### src/rtl/shs_pkg.sv
// shared types, opcodes, register map and phase table of the half-step sequencer
`default_nettype none
package shs_pkg;

  // field widths
  localparam int OP_W     = 3;
  localparam int COUNT_W  = 24;
  localparam int AMOUNT_W = 16;
  localparam int TOOTH_W  = 8;
  localparam int COIL_W   = 4;
  localparam int PHASE_W  = 3;
  localparam int DELAY_W  = 16;
  localparam int SPT_W    = 16;

  // move counts reach 32768 * 65535, which fits in 31 bits
  localparam int CNT_W    = 31;
  // magnitude of position sums, at most 33021
  localparam int ABS_W    = 16;

  // configuration port
  localparam int APB_AW   = 4;
  localparam int APB_DW   = 32;

  // opcodes
  typedef enum logic [OP_W-1:0] {
    OP_TICK     = 3'd0,
    OP_STEP     = 3'd1,
    OP_ROTATE   = 3'd2,
    OP_TEETH    = 3'd3,
    OP_MOVE_TO  = 3'd4,
    OP_STOP     = 3'd5
  } op_t;

  // register indexes (word address)
  localparam logic [1:0] REG_STEP_DELAY  = 2'd0;
  localparam logic [1:0] REG_STEPS_TURN  = 2'd1;
  localparam logic [1:0] REG_TEETH_TURN  = 2'd2;
  localparam logic [1:0] REG_LOOP_TEETH  = 2'd3;

  // register reset values
  localparam logic [DELAY_W-1:0] RST_STEP_DELAY  = 16'd2;
  localparam logic [SPT_W-1:0]   RST_STEPS_TURN  = 16'd8192;
  localparam logic [TOOTH_W-1:0] RST_TEETH_TURN  = 8'd16;
  localparam logic [TOOTH_W-1:0] RST_LOOP_TEETH  = 8'd32;

  // coil pattern of each half-step phase, bit0 is IN1
  function automatic logic [COIL_W-1:0] phase_pattern(input logic [PHASE_W-1:0] idx);
    logic [COIL_W-1:0] pat;
    case (idx)
      3'd0:    pat = 4'h1;
      3'd1:    pat = 4'h3;
      3'd2:    pat = 4'h2;
      3'd3:    pat = 4'h6;
      3'd4:    pat = 4'h4;
      3'd5:    pat = 4'hC;
      3'd6:    pat = 4'h8;
      default: pat = 4'h9;
    endcase
    return pat;
  endfunction

endpackage
`default_nettype wire

### src/rtl/shs_stream_if.sv
// valid/ready channels for command items and result items
`default_nettype none
interface shs_in_if;
  logic                                 valid;
  logic                                 ready;
  logic [shs_pkg::OP_W-1:0]             op;
  logic [shs_pkg::COUNT_W-1:0]          step_count;
  logic                                 direction;
  logic signed [shs_pkg::AMOUNT_W-1:0]  signed_amount;
  logic [shs_pkg::TOOTH_W-1:0]          target_tooth;

  modport source (
    output valid, op, step_count, direction, signed_amount, target_tooth,
    input  ready
  );
  modport sink (
    input  valid, op, step_count, direction, signed_amount, target_tooth,
    output ready
  );
endinterface

interface shs_out_if;
  logic                          valid;
  logic                          ready;
  logic [shs_pkg::COIL_W-1:0]    coils;
  logic                          busy_res;
  logic [shs_pkg::TOOTH_W-1:0]   tooth_position;
  logic                          accepted;
  logic [shs_pkg::PHASE_W-1:0]   phase;

  modport source (
    output valid, coils, busy_res, tooth_position, accepted, phase,
    input  ready
  );
  modport sink (
    input  valid, coils, busy_res, tooth_position, accepted, phase,
    output ready
  );
endinterface
`default_nettype wire

### src/rtl/stepper_half_step_sequencer.sv
// top level: half-step sequencer for a four-coil unipolar stepper on a chain drive
`default_nettype none
// Every transfer on in_ch (a tick or a command) yields exactly one transfer on out_ch
// with the coil drive, busy flag, chain tooth position, accepted flag and phase index.
// Items are handled one at a time by a small sequencer around a single restoring
// divider that retires one quotient bit per cycle. A tick, stop, ignored item or a
// command refused while busy goes from decode to the result; an accepted step passes
// through the start state; rotate_rounds adds one registered 16x16 multiply; move_teeth
// and move_to_position add the multiply, a divider pass for the step count quotient,
// then another for the position modulo the loop tooth count. A result that waits for
// out_ch.ready keeps the next item in its last state until the output register frees;
// in_ch is ready again at the same edge that writes a result into the output register.
// Registers sit on the APB port at byte addresses 0, 4, 8 and 12; pready is always
// high and reads need no wait.
module stepper_half_step_sequencer (
  input  wire logic                          clk,
  input  wire logic                          rst_n,
  shs_in_if.sink                             in_ch,
  shs_out_if.source                          out_ch,
  input  wire logic                          psel,
  input  wire logic                          penable,
  input  wire logic                          pwrite,
  input  wire logic [shs_pkg::APB_AW-1:0]    paddr,
  input  wire logic [shs_pkg::APB_DW-1:0]    pwdata,
  output logic      [shs_pkg::APB_DW-1:0]    prdata,
  output logic                               pready
);

  localparam int CW = shs_pkg::CNT_W;
  localparam int AW = shs_pkg::ABS_W;
  localparam int TW = shs_pkg::TOOTH_W;

  typedef enum logic [2:0] {
    S_IDLE,
    S_DECODE,
    S_MUL,
    S_DIVQ,
    S_DIVR,
    S_START,
    S_FINISH
  } state_t;

  // configuration registers
  logic [shs_pkg::DELAY_W-1:0] step_delay_r;
  logic [shs_pkg::SPT_W-1:0]   steps_turn_r;
  logic [TW-1:0]               teeth_turn_r;
  logic [TW-1:0]               loop_teeth_r;

  // latched item
  state_t                             state_r;
  logic [shs_pkg::OP_W-1:0]           op_r;
  logic [shs_pkg::COUNT_W-1:0]        count_in_r;
  logic                               dir_in_r;
  logic signed [shs_pkg::AMOUNT_W-1:0] amount_r;
  logic [TW-1:0]                      target_r;
  logic                               acc_r;

  // motion state
  logic [shs_pkg::PHASE_W-1:0]  phase_r;
  logic                         energised_r;
  logic [CW-1:0]                steps_left_r;
  logic [shs_pkg::DELAY_W-1:0]  delay_left_r;
  logic                         moving_r;
  logic [TW-1:0]                chain_r;
  logic                         ccw_r;

  // command working registers
  logic signed [AW:0]           teeth_r;
  logic signed [AW+1:0]         sum_r;
  logic [CW-1:0]                move_cnt_r;
  logic                         cmd_ccw_r;

  // shared divider
  logic [CW-1:0]                quo_r;
  logic [TW-1:0]                rem_r;
  logic [TW-1:0]                div_r;
  logic [4:0]                   iter_r;

  // output register
  logic                         out_valid_r;
  logic [shs_pkg::COIL_W-1:0]   coils_r;
  logic                         busy_r;
  logic [TW-1:0]                tooth_r;
  logic                         acc_out_r;
  logic [shs_pkg::PHASE_W-1:0]  phase_out_r;

  // ---------------- configuration port ----------------

  logic       cfg_wr;
  logic [1:0] cfg_idx;

  assign pready  = 1'b1;
  assign cfg_wr  = psel && penable && pwrite;
  assign cfg_idx = paddr[3:2];

  // register writes, zero handling per register
  always_ff @(posedge clk) begin
    if (!rst_n) begin
      step_delay_r  <= shs_pkg::RST_STEP_DELAY;
      steps_turn_r  <= shs_pkg::RST_STEPS_TURN;
      teeth_turn_r  <= shs_pkg::RST_TEETH_TURN;
      loop_teeth_r  <= shs_pkg::RST_LOOP_TEETH;
    end else if (cfg_wr) begin
      unique case (cfg_idx)
        shs_pkg::REG_STEP_DELAY: begin
          step_delay_r <= (pwdata[15:0] == '0) ? 16'd1 : pwdata[15:0];
        end
        shs_pkg::REG_STEPS_TURN: begin
          if (pwdata[15:0] != '0) steps_turn_r <= pwdata[15:0];
        end
        shs_pkg::REG_TEETH_TURN: begin
          if (pwdata[7:0] != '0) teeth_turn_r <= pwdata[7:0];
        end
        default: begin
          if (pwdata[7:0] != '0) loop_teeth_r <= pwdata[7:0];
        end
      endcase
    end
  end

  // register readback
  always_comb begin
    unique case (cfg_idx)
      shs_pkg::REG_STEP_DELAY: prdata = {16'd0, step_delay_r};
      shs_pkg::REG_STEPS_TURN: prdata = {16'd0, steps_turn_r};
      shs_pkg::REG_TEETH_TURN: prdata = {24'd0, teeth_turn_r};
      default:                 prdata = {24'd0, loop_teeth_r};
    endcase
  end

  // ---------------- datapath helpers ----------------

  logic                         in_xfer;
  logic                         out_free;
  logic [TW-1:0]                tgt_clamped;
  logic signed [AW:0]           teeth_to;
  logic signed [AW+1:0]         sum_teeth;
  logic signed [AW:0]           teeth_neg;
  logic [AW-1:0]                teeth_mag;
  logic [31:0]                  prod_full;
  logic signed [AW+1:0]         sum_neg;
  logic [AW-1:0]                sum_mag;
  logic [TW:0]                  div_trial;
  logic [TW:0]                  div_diff;
  logic                         div_ge;
  logic [TW-1:0]                rem_nxt;
  logic [CW-1:0]                quo_nxt;
  logic [TW-1:0]                pos_nxt;
  logic [shs_pkg::DELAY_W-1:0]  delay_dec;
  logic [shs_pkg::PHASE_W-1:0]  phase_up;
  logic [shs_pkg::PHASE_W-1:0]  phase_dn;

  assign in_xfer  = in_ch.valid && in_ch.ready;
  assign out_free = !out_valid_r || out_ch.ready;

  // move_to_position: clamp target and take the tooth difference
  assign tgt_clamped = (target_r >= loop_teeth_r) ? loop_teeth_r - 8'd1 : target_r;
  assign teeth_to    = $signed({9'd0, tgt_clamped}) - $signed({9'd0, chain_r});
  assign sum_teeth   = $signed({10'd0, chain_r}) + $signed({{2{amount_r[15]}}, amount_r});

  // magnitude and product with steps per turn
  assign teeth_neg = -teeth_r;
  assign teeth_mag = teeth_r[AW] ? teeth_neg[AW-1:0] : teeth_r[AW-1:0];
  assign prod_full = teeth_mag * steps_turn_r;

  assign sum_neg = -sum_r;
  assign sum_mag = sum_r[AW+1] ? sum_neg[AW-1:0] : sum_r[AW-1:0];

  // one restoring divide step
  assign div_trial = {rem_r, quo_r[CW-1]};
  assign div_diff  = div_trial - {1'b0, div_r};
  assign div_ge    = (div_trial >= {1'b0, div_r});
  assign rem_nxt   = div_ge ? div_diff[TW-1:0] : div_trial[TW-1:0];
  assign quo_nxt   = {quo_r[CW-2:0], div_ge};

  // floor modulo from the magnitude remainder
  assign pos_nxt = (sum_r[AW+1] && (rem_nxt != '0)) ? loop_teeth_r - rem_nxt : rem_nxt;

  assign delay_dec = (delay_left_r != '0) ? delay_left_r - 16'd1 : delay_left_r;
  assign phase_up  = phase_r + 3'd1;
  assign phase_dn  = phase_r - 3'd1;

  // ---------------- sequencer ----------------

  always_ff @(posedge clk) begin
    if (!rst_n) begin
      state_r      <= S_IDLE;
      phase_r      <= '0;
      energised_r  <= 1'b0;
      steps_left_r <= '0;
      delay_left_r <= '0;
      moving_r     <= 1'b0;
      chain_r      <= '0;
      ccw_r        <= 1'b0;
      out_valid_r  <= 1'b0;
      acc_r        <= 1'b0;
    end else begin
      if (out_valid_r && out_ch.ready && (state_r != S_FINISH)) out_valid_r <= 1'b0;

      unique case (state_r)
        // take an item
        S_IDLE: begin
          if (in_xfer) begin
            op_r       <= in_ch.op;
            count_in_r <= in_ch.step_count;
            dir_in_r   <= in_ch.direction;
            amount_r   <= in_ch.signed_amount;
            target_r   <= in_ch.target_tooth;
            acc_r      <= 1'b0;
            state_r    <= S_DECODE;
          end
        end

        // dispatch on opcode
        S_DECODE: begin
          case (op_r) inside
            shs_pkg::OP_TICK: begin
              if (moving_r) begin
                if (delay_dec == '0) begin
                  if (steps_left_r != '0) begin
                    phase_r      <= ccw_r ? phase_dn : phase_up;
                    energised_r  <= 1'b1;
                    steps_left_r <= steps_left_r - 31'd1;
                    delay_left_r <= step_delay_r;
                  end else begin
                    delay_left_r <= delay_dec;
                    moving_r     <= 1'b0;
                  end
                end else begin
                  delay_left_r <= delay_dec;
                end
              end
              state_r <= S_FINISH;
            end
            shs_pkg::OP_STOP: begin
              energised_r  <= 1'b0;
              moving_r     <= 1'b0;
              steps_left_r <= '0;
              delay_left_r <= '0;
              acc_r        <= 1'b1;
              state_r      <= S_FINISH;
            end
            shs_pkg::OP_STEP, shs_pkg::OP_ROTATE, shs_pkg::OP_TEETH,
            shs_pkg::OP_MOVE_TO: begin
              if (moving_r) begin
                state_r <= S_FINISH;
              end else begin
                acc_r <= 1'b1;
                if (op_r == shs_pkg::OP_STEP) begin
                  move_cnt_r <= CW'(count_in_r);
                  cmd_ccw_r  <= dir_in_r;
                  state_r    <= S_START;
                end else if (op_r == shs_pkg::OP_MOVE_TO) begin
                  teeth_r   <= teeth_to;
                  sum_r     <= $signed({10'd0, tgt_clamped});
                  cmd_ccw_r <= teeth_to[AW];
                  state_r   <= S_MUL;
                end else begin
                  teeth_r   <= {amount_r[15], amount_r};
                  sum_r     <= sum_teeth;
                  cmd_ccw_r <= amount_r[15];
                  state_r   <= S_MUL;
                end
              end
            end
            default: begin
              state_r <= S_FINISH;
            end
          endcase
        end

        // magnitude times steps per turn
        S_MUL: begin
          if (op_r == shs_pkg::OP_ROTATE) begin
            move_cnt_r <= prod_full[CW-1:0];
            state_r    <= S_START;
          end else begin
            quo_r   <= prod_full[CW-1:0];
            rem_r   <= '0;
            div_r   <= teeth_turn_r;
            iter_r  <= 5'(CW - 1);
            state_r <= S_DIVQ;
          end
        end

        // step count quotient, then set up the position modulo
        S_DIVQ: begin
          if (iter_r == '0) begin
            move_cnt_r <= quo_nxt;
            quo_r      <= {sum_mag, {(CW-AW){1'b0}}};
            rem_r      <= '0;
            div_r      <= loop_teeth_r;
            iter_r     <= 5'(AW - 1);
            state_r    <= S_DIVR;
          end else begin
            quo_r  <= quo_nxt;
            rem_r  <= rem_nxt;
            iter_r <= iter_r - 5'd1;
          end
        end

        // position remainder
        S_DIVR: begin
          if (iter_r == '0) begin
            chain_r <= pos_nxt;
            state_r <= S_START;
          end else begin
            quo_r  <= quo_nxt;
            rem_r  <= rem_nxt;
            iter_r <= iter_r - 5'd1;
          end
        end

        // first half-step of a nonzero move
        S_START: begin
          if (move_cnt_r != '0) begin
            ccw_r        <= cmd_ccw_r;
            phase_r      <= cmd_ccw_r ? phase_dn : phase_up;
            energised_r  <= 1'b1;
            steps_left_r <= move_cnt_r - 31'd1;
            delay_left_r <= step_delay_r;
            moving_r     <= 1'b1;
          end
          state_r <= S_FINISH;
        end

        // load the result register once it is free
        S_FINISH: begin
          if (out_free) begin
            out_valid_r <= 1'b1;
            coils_r     <= energised_r ? shs_pkg::phase_pattern(phase_r) : '0;
            busy_r      <= moving_r;
            tooth_r     <= chain_r;
            acc_out_r   <= acc_r;
            phase_out_r <= phase_r;
            state_r     <= S_IDLE;
          end
        end

        default: begin
          state_r <= S_IDLE;
        end
      endcase
    end
  end

  // ---------------- channel ports ----------------

  assign in_ch.ready           = (state_r == S_IDLE);
  assign out_ch.valid          = out_valid_r;
  assign out_ch.coils          = coils_r;
  assign out_ch.busy_res       = busy_r;
  assign out_ch.tooth_position = tooth_r;
  assign out_ch.accepted       = acc_out_r;
  assign out_ch.phase          = phase_out_r;

  // ---------------- assertions ----------------

  // an idle motor has no steps pending
  a_idle_no_steps: assert property (@(posedge clk) disable iff (!rst_n)
    !moving_r |-> (steps_left_r == '0))
    else $error("steps pending while not moving");

  // a running move keeps the coils energised
  a_moving_energised: assert property (@(posedge clk) disable iff (!rst_n)
    moving_r |-> energised_r)
    else $error("move running with coils off");

  // divider remainder stays below the divisor
  a_rem_bound: assert property (@(posedge clk) disable iff (!rst_n)
    ((state_r == S_DIVQ) || (state_r == S_DIVR)) |-> (rem_r < div_r))
    else $error("divider remainder out of range");

  // chain position only changes at the end of the modulo pass
  a_chain_update: assert property (@(posedge clk) disable iff (!rst_n)
    (state_r != S_DIVR) |=> $stable(chain_r))
    else $error("chain position changed outside modulo pass");

endmodule
`default_nettype wire
### src/flat_wrapper.sv
// flat-port wrapper written by rule: the top's interface ports become plain ports
module stepper_half_step_sequencer_flat 
  (clk, rst_n, psel, penable, pwrite, paddr, pwdata, prdata, pready, in_ch_valid, in_ch_op, in_ch_step_count, in_ch_direction, in_ch_signed_amount, in_ch_target_tooth, in_ch_ready, out_ch_valid, out_ch_coils, out_ch_busy_res, out_ch_tooth_position, out_ch_accepted, out_ch_phase, out_ch_ready);
  shs_in_if in_ch_i ();
  shs_out_if out_ch_i ();
  input  wire logic clk;
  input  wire logic rst_n;
  input  wire logic psel;
  input  wire logic penable;
  input  wire logic pwrite;
  input  wire logic [shs_pkg::APB_AW-1:0] paddr;
  input  wire logic [shs_pkg::APB_DW-1:0] pwdata;
  output logic      [shs_pkg::APB_DW-1:0] prdata;
  output logic pready;
  input wire logic [$bits(in_ch_i.valid)-1:0] in_ch_valid;
  input wire logic [$bits(in_ch_i.op)-1:0] in_ch_op;
  input wire logic [$bits(in_ch_i.step_count)-1:0] in_ch_step_count;
  input wire logic [$bits(in_ch_i.direction)-1:0] in_ch_direction;
  input wire logic [$bits(in_ch_i.signed_amount)-1:0] in_ch_signed_amount;
  input wire logic [$bits(in_ch_i.target_tooth)-1:0] in_ch_target_tooth;
  output wire logic [$bits(in_ch_i.ready)-1:0] in_ch_ready;
  output wire logic [$bits(out_ch_i.valid)-1:0] out_ch_valid;
  output wire logic [$bits(out_ch_i.coils)-1:0] out_ch_coils;
  output wire logic [$bits(out_ch_i.busy_res)-1:0] out_ch_busy_res;
  output wire logic [$bits(out_ch_i.tooth_position)-1:0] out_ch_tooth_position;
  output wire logic [$bits(out_ch_i.accepted)-1:0] out_ch_accepted;
  output wire logic [$bits(out_ch_i.phase)-1:0] out_ch_phase;
  input wire logic [$bits(out_ch_i.ready)-1:0] out_ch_ready;
  assign in_ch_i.valid = in_ch_valid;
  assign in_ch_i.op = in_ch_op;
  assign in_ch_i.step_count = in_ch_step_count;
  assign in_ch_i.direction = in_ch_direction;
  assign in_ch_i.signed_amount = in_ch_signed_amount;
  assign in_ch_i.target_tooth = in_ch_target_tooth;
  assign in_ch_ready = in_ch_i.ready;
  assign out_ch_valid = out_ch_i.valid;
  assign out_ch_coils = out_ch_i.coils;
  assign out_ch_busy_res = out_ch_i.busy_res;
  assign out_ch_tooth_position = out_ch_i.tooth_position;
  assign out_ch_accepted = out_ch_i.accepted;
  assign out_ch_phase = out_ch_i.phase;
  assign out_ch_i.ready = out_ch_ready;
  stepper_half_step_sequencer u_core (.clk(clk), .rst_n(rst_n), .in_ch(in_ch_i), .out_ch(out_ch_i), .psel(psel), .penable(penable), .pwrite(pwrite), .paddr(paddr), .pwdata(pwdata), .prdata(prdata), .pready(pready));
endmodule
### config.mk
export PLATFORM = sky130hd
export DESIGN_NAME = stepper_half_step_sequencer_flat
export DESIGN_NICKNAME = d
export VERILOG_FILES = /design/src/rtl/shs_pkg.sv /design/src/rtl/shs_stream_if.sv /design/src/rtl/stepper_half_step_sequencer.sv /design/src/flat_wrapper.sv
export SDC_FILE = /design/constraint.sdc
export NUM_CORES = 1
export LEC_CHECK = 0
export BUFFER_PORTS_ARGS = -buffer_cell sky130_fd_sc_hd__buf_2
export CELL_PAD_IN_SITES_DETAIL_PLACEMENT = 1
export CELL_PAD_IN_SITES_GLOBAL_PLACEMENT = 1
export CORE_MARGIN = 2
export CORE_UTILIZATION = 45
export DETAILED_ROUTE_END_ITERATION = 8
export PLACE_DENSITY = 0.78
export SLEW_MARGIN = 25
export SYNTH_ARGS = -nofsm -noshare
export SYNTH_HDL_FRONTEND = slang
export SYNTH_SLANG_ARGS = --single-unit
### constraint.sdc
create_clock -name clk -period 24.4 [get_ports clk]
set_input_delay 1.22 -clock clk [delete_from_list [all_inputs] [get_ports clk]]
set_output_delay 1.22 -clock clk [all_outputs]
set_load 0.1 [all_outputs]
==> results.md <==
Synthesis
- 0% — Async SR Flop Fraction
- sky130_fd_sc_hd__edfxtp_1 22%, sky130_fd_sc_hd__fa_1 16%, sky130_fd_sc_hd__dfxtp_1 9.2% — top cells by area in the synthesized netlist
- 0 — yosys synthesis warning count
- 24900 µm² — post-synthesis instance area
- 186 — number of synthesized flops with an enable pin
- 80 — Synth cell types
- 9.34 µm² — mean area per synthesized cell
- 300 — register bit count reported by yosys
- 22.4% — proportion of netlist area held by the largest area contributor
- sky130_fd_sc_hd__edfxtp_1 — Most used DFF post-synth
- sky130_fd_sc_hd__edfxtp_1 — area leader, netlist
- 31.6% — sequential area share after synthesis
- 2670 — Post-Syn Instances

Finish
- 3182 — final layout net count
- 3515 — post-route insts no fill
- 7870 µm² — Seq. cell area
- 10.5% — ratio of cells with drive above 1 in the final layout
- 15600 µm² — Multi-input gate area
- 10.8% — Synth-to-Final Area Change
- 6264 — Fillers
- sky130_fd_sc_hd__nand2_1 — commonest non-fill, non-tap cell in the layout
- 332 x sky130_fd_sc_hd__nand2_1, 282 x sky130_fd_sc_hd__inv_1, 197 x sky130_fd_sc_hd__fa_1, 186 x sky130_fd_sc_hd__edfxtp_1, 176 x sky130_fd_sc_hd__nor2_1 — commonest cells after routing, fill and taps aside
- 50.2% — Post-Route Utilization

STA
- 15.57 ns — final setup margin
- 0 ns — final-layout setup total negative slack
- 36.2% — final critical-path share of the clock period
- 0 — fin. max-slew vios
- 20.0% — worst max-slew margin expressed relative to the limit
- 0.0453 ns — Clock Skew
- 0 — count of endpoints failing setup in the final report
- 8.83 ns — fin crit period
- 113 MHz — timing-limited maximum frequency
- 0 — Hold Violations, Final
- no — unrepaired setup endpoints after global routing
- 1.20 ns — worst slew pin tran

Pwr
- 36.2% — share of total power in combinational logic
- 72.4 nW/µm² — total power divided by cell area
- 0.0000595 V — maximum resistive drop on vdd
- 11.7 nW — Leak
- 29.6% — relative contribution of the clock network to total power
- 0.00122 W — Internal Dissipation
- 38.8% — switch share
- 34.2% — proportion of power drawn by flip-flops and latches
- 0.000776 W — net switching power figure

Detailed routing
- 5.79 — via density per instance
- 20340 — vias post-DR
- 5 — count of TritonRoute iterations in the first routing pass
- 77200 µm — wire length after detailed routing
- 0 — DRC violation count after routing
- 1309 — drt first-iter violations
- 21.9 µm — post-detailed-route wirelength per cell
- 0 — final antenna-violating net count

Place
- 15.61 ns — pre-CTS setup slack
- 58400 µm — half-perimeter wire length after detailed placement
- 0.881 — Routability Congestion
- 3445 — post-placement cell count
- 111 — IO buf count

Clocking
- 0 — post-CTS resize count
- done — clock tree from TritonCTS
- 300 — Clock Sinks
- sky130_fd_sc_hd__clkbuf_16 — root buffer cell
- 0 — post-CTS setup buffer count
- 0.59 ns — clock network latency to the later pin of the worst-skew pair
- 2 — number of H-tree branching levels
- 37 — number of buffers created by CTS
- 0 — cts hold-fix bufs
- 0.06 ns — clock-pin slew on the worst setup and hold paths
- 3 — CTS max path bufs

GRT
- 89 — pin count of the biggest net entering global routing
- 2 — number of antenna violations at the first check in global routing
- 27.5% — overall routing resource usage
- 0 — Congestion Overflow GR
- 21969 — vias in the first global route
- 123000 µm — global-route wire length before repair

Critical path
- flip-flop — startpoint type of the worst setup path
- adder cells — cell type group with the largest total delay on the critical path
- 0.63 ns — largest stage delay on the critical path
- 5 — buffers plus inverters on the worst setup path
- 9.14 ns — CP Data Arrival Time
- u_core.teeth_r[0] — reg-to-reg startpoint
- u_core.teeth_r[0] — Worst setup startpoint
- 19 — Critical Path Fanout Max
- sky130_fd_sc_hd__a2111oi_0 — crit path max-delay cell type
- sky130_fd_sc_hd__fa_1 — Most Frequent Cell on Critical Path
- flip-flop — nature of the critical path endpoint
- reg2reg — type of the worst setup path
- 24.71 ns — endpoint required time on the critical path

Floorplanning
- 147 — top-level I/O count
- 55000 µm² — placeable core area
- 57300 µm² — overall die area
- 239 µm — Vert. Die Dim
- 45.3% — effective utilization at floorplan
- 86 — Placement Rows
- 239 µm — horizontal die dimension

Status
- complete, no violations — status

Worst hold path
- reg2reg — Hold/Removal Path Class
- u_core.acc_r — hold path start

Flow run
- 0 — max-cap violations

[worst register-to-register path, cell delays in order, from the launching register on]
cell and delay, ns:
sky130_fd_sc_hd__edfxtp_1 0.40, sky130_fd_sc_hd__buf_4 0.24, sky130_fd_sc_hd__or4_1 0.45, sky130_fd_sc_hd__or4_1 0.48, sky130_fd_sc_hd__or3b_1 0.45, sky130_fd_sc_hd__o31ai_1 0.36
sky130_fd_sc_hd__xnor2_2 0.15, sky130_fd_sc_hd__buf_4 0.27, sky130_fd_sc_hd__nand2_1 0.13, sky130_fd_sc_hd__fa_1 0.55, sky130_fd_sc_hd__fa_1 0.55, sky130_fd_sc_hd__inv_1 0.05
sky130_fd_sc_hd__fa_1 0.48, sky130_fd_sc_hd__fa_1 0.53, sky130_fd_sc_hd__fa_1 0.50, sky130_fd_sc_hd__inv_1 0.05, sky130_fd_sc_hd__fa_1 0.48, sky130_fd_sc_hd__inv_1 0.04
sky130_fd_sc_hd__ha_1 0.34, sky130_fd_sc_hd__a21oi_1 0.21, sky130_fd_sc_hd__o21ai_0 0.17, sky130_fd_sc_hd__nor2_1 0.17, sky130_fd_sc_hd__a31o_2 0.23, sky130_fd_sc_hd__a211oi_1 0.10
sky130_fd_sc_hd__a2111oi_0 0.63, sky130_fd_sc_hd__xnor2_1 0.22, sky130_fd_sc_hd__a221o_1 0.35
[per-stage QoR]
stage	instance area, µm²	hold slack, ns	power, W
3_3_place_gp	26300	0.437	0.00137
3_5_place_dp	26300	0.433	0.00140
6_report	27600	0.452	0.00200
5_1_grt	27600	0.474	0.00210
2_1_floorplan	25000	0.406	0.00118
4_1_cts	27600	0.461	0.00200
[Yosys cell counts (19+ instances only)]
library cell               count
sky130_fd_sc_hd__xnor2_1      79
sky130_fd_sc_hd__inv_1       282
sky130_fd_sc_hd__or4_1        19
sky130_fd_sc_hd__a21oi_1     127
sky130_fd_sc_hd__nor3_1       52
sky130_fd_sc_hd__clkbuf_1    109
sky130_fd_sc_hd__or3_1        28
sky130_fd_sc_hd__mux2i_1      75
sky130_fd_sc_hd__fa_1        197
sky130_fd_sc_hd__xor2_1       36
sky130_fd_sc_hd__a21o_1       24
sky130_fd_sc_hd__and2_1      124
sky130_fd_sc_hd__nor2_1      178
sky130_fd_sc_hd__nand2_1     332
sky130_fd_sc_hd__o21ai_0     138
sky130_fd_sc_hd__nand3_1      41
sky130_fd_sc_hd__edfxtp_1    186
sky130_fd_sc_hd__ha_1        153
sky130_fd_sc_hd__dfxtp_1     114
[metal layers]
metal  part of all wire [%]  track usage (%)  vias to the layer above
met4                    3.1             8.75                        2
li1                       -                -                     9226
met2                     50             48.1                      584
met5                  0.017                0                        -
met3                    5.8             4.70                      154
met1                     42             34.6                    10374
[state kept, by name (all words and copies together), names as in the netlist, 4 cells and up]
register / flops
u_core.step_delay_r: 16
u_core.chain_r: 8
u_core.loop_teeth_r: 8
u_core.sum_r: 17
u_core.move_cnt_r: 31
u_core.rem_r: 8
u_core.teeth_r: 16
u_core.teeth_turn_r: 8
u_core.div_r: 8
u_core.delay_left_r: 16
u_core.out_ch.coils: 4
u_core.steps_turn_r: 16
u_core.iter_r: 5
u_core.count_in_r: 24
u_core.amount_r: 16
u_core.out_ch.tooth_position: 8
u_core.quo_r: 31
u_core.steps_left_r: 31
u_core.target_r: 8
[power by group through the flow]
stage                     Sequential [W]  Clock (W)  Combinational [W]
after floorplan                 0.000669          0           0.000515
after global placement          0.000687          0           0.000681
after detailed placement        0.000692          0           0.000709
after CTS                       0.000682   0.000600           0.000717
after global routing            0.000690   0.000620           0.000791
final                           0.000683   0.000592           0.000725
[area by class of cell]
cell class	count	area share (%)
inverter	283	3.85
multi-input combinational	1961	56.3
tap	748	3.39
clock buffer	48	3.87
clock inverter	19	0.833
antenna	2	0.0181
timing repair buffer	154	3.25
sequential	300	28.5
[cells by family (layout without fill, tap and decap cells)]
family | Yosys count | after routing | share of synthesized area [%]
AND/OR/NAND/NOR | 893 | 893 | 17.2
AO/OA/AOI/OAI | 488 | 488 | 12.5
buffers and inverters | 424 | 504 | 6.76
adder cells (fa/ha/maj) | 350 | 350 | 23.5
flip-flops | 300 | 300 | 31.6
XOR/XNOR | 115 | 115 | 4.04
multiplexers | 98 | 98 | 4.41
other | 2 | 19 | 0.0301
[path summary, 6_finish.rpt]
kind                                 end  slack [ns]  cells after the start
hold reg to reg   u_core.out_ch.accepted        0.45                      0
setup reg to reg        u_core.quo_r[27]       15.57                     26
hold / removal    u_core.out_ch.accepted        0.45                      0
setup / recovery        u_core.quo_r[27]       15.57                     26
(Power assumes the default switching activity.)
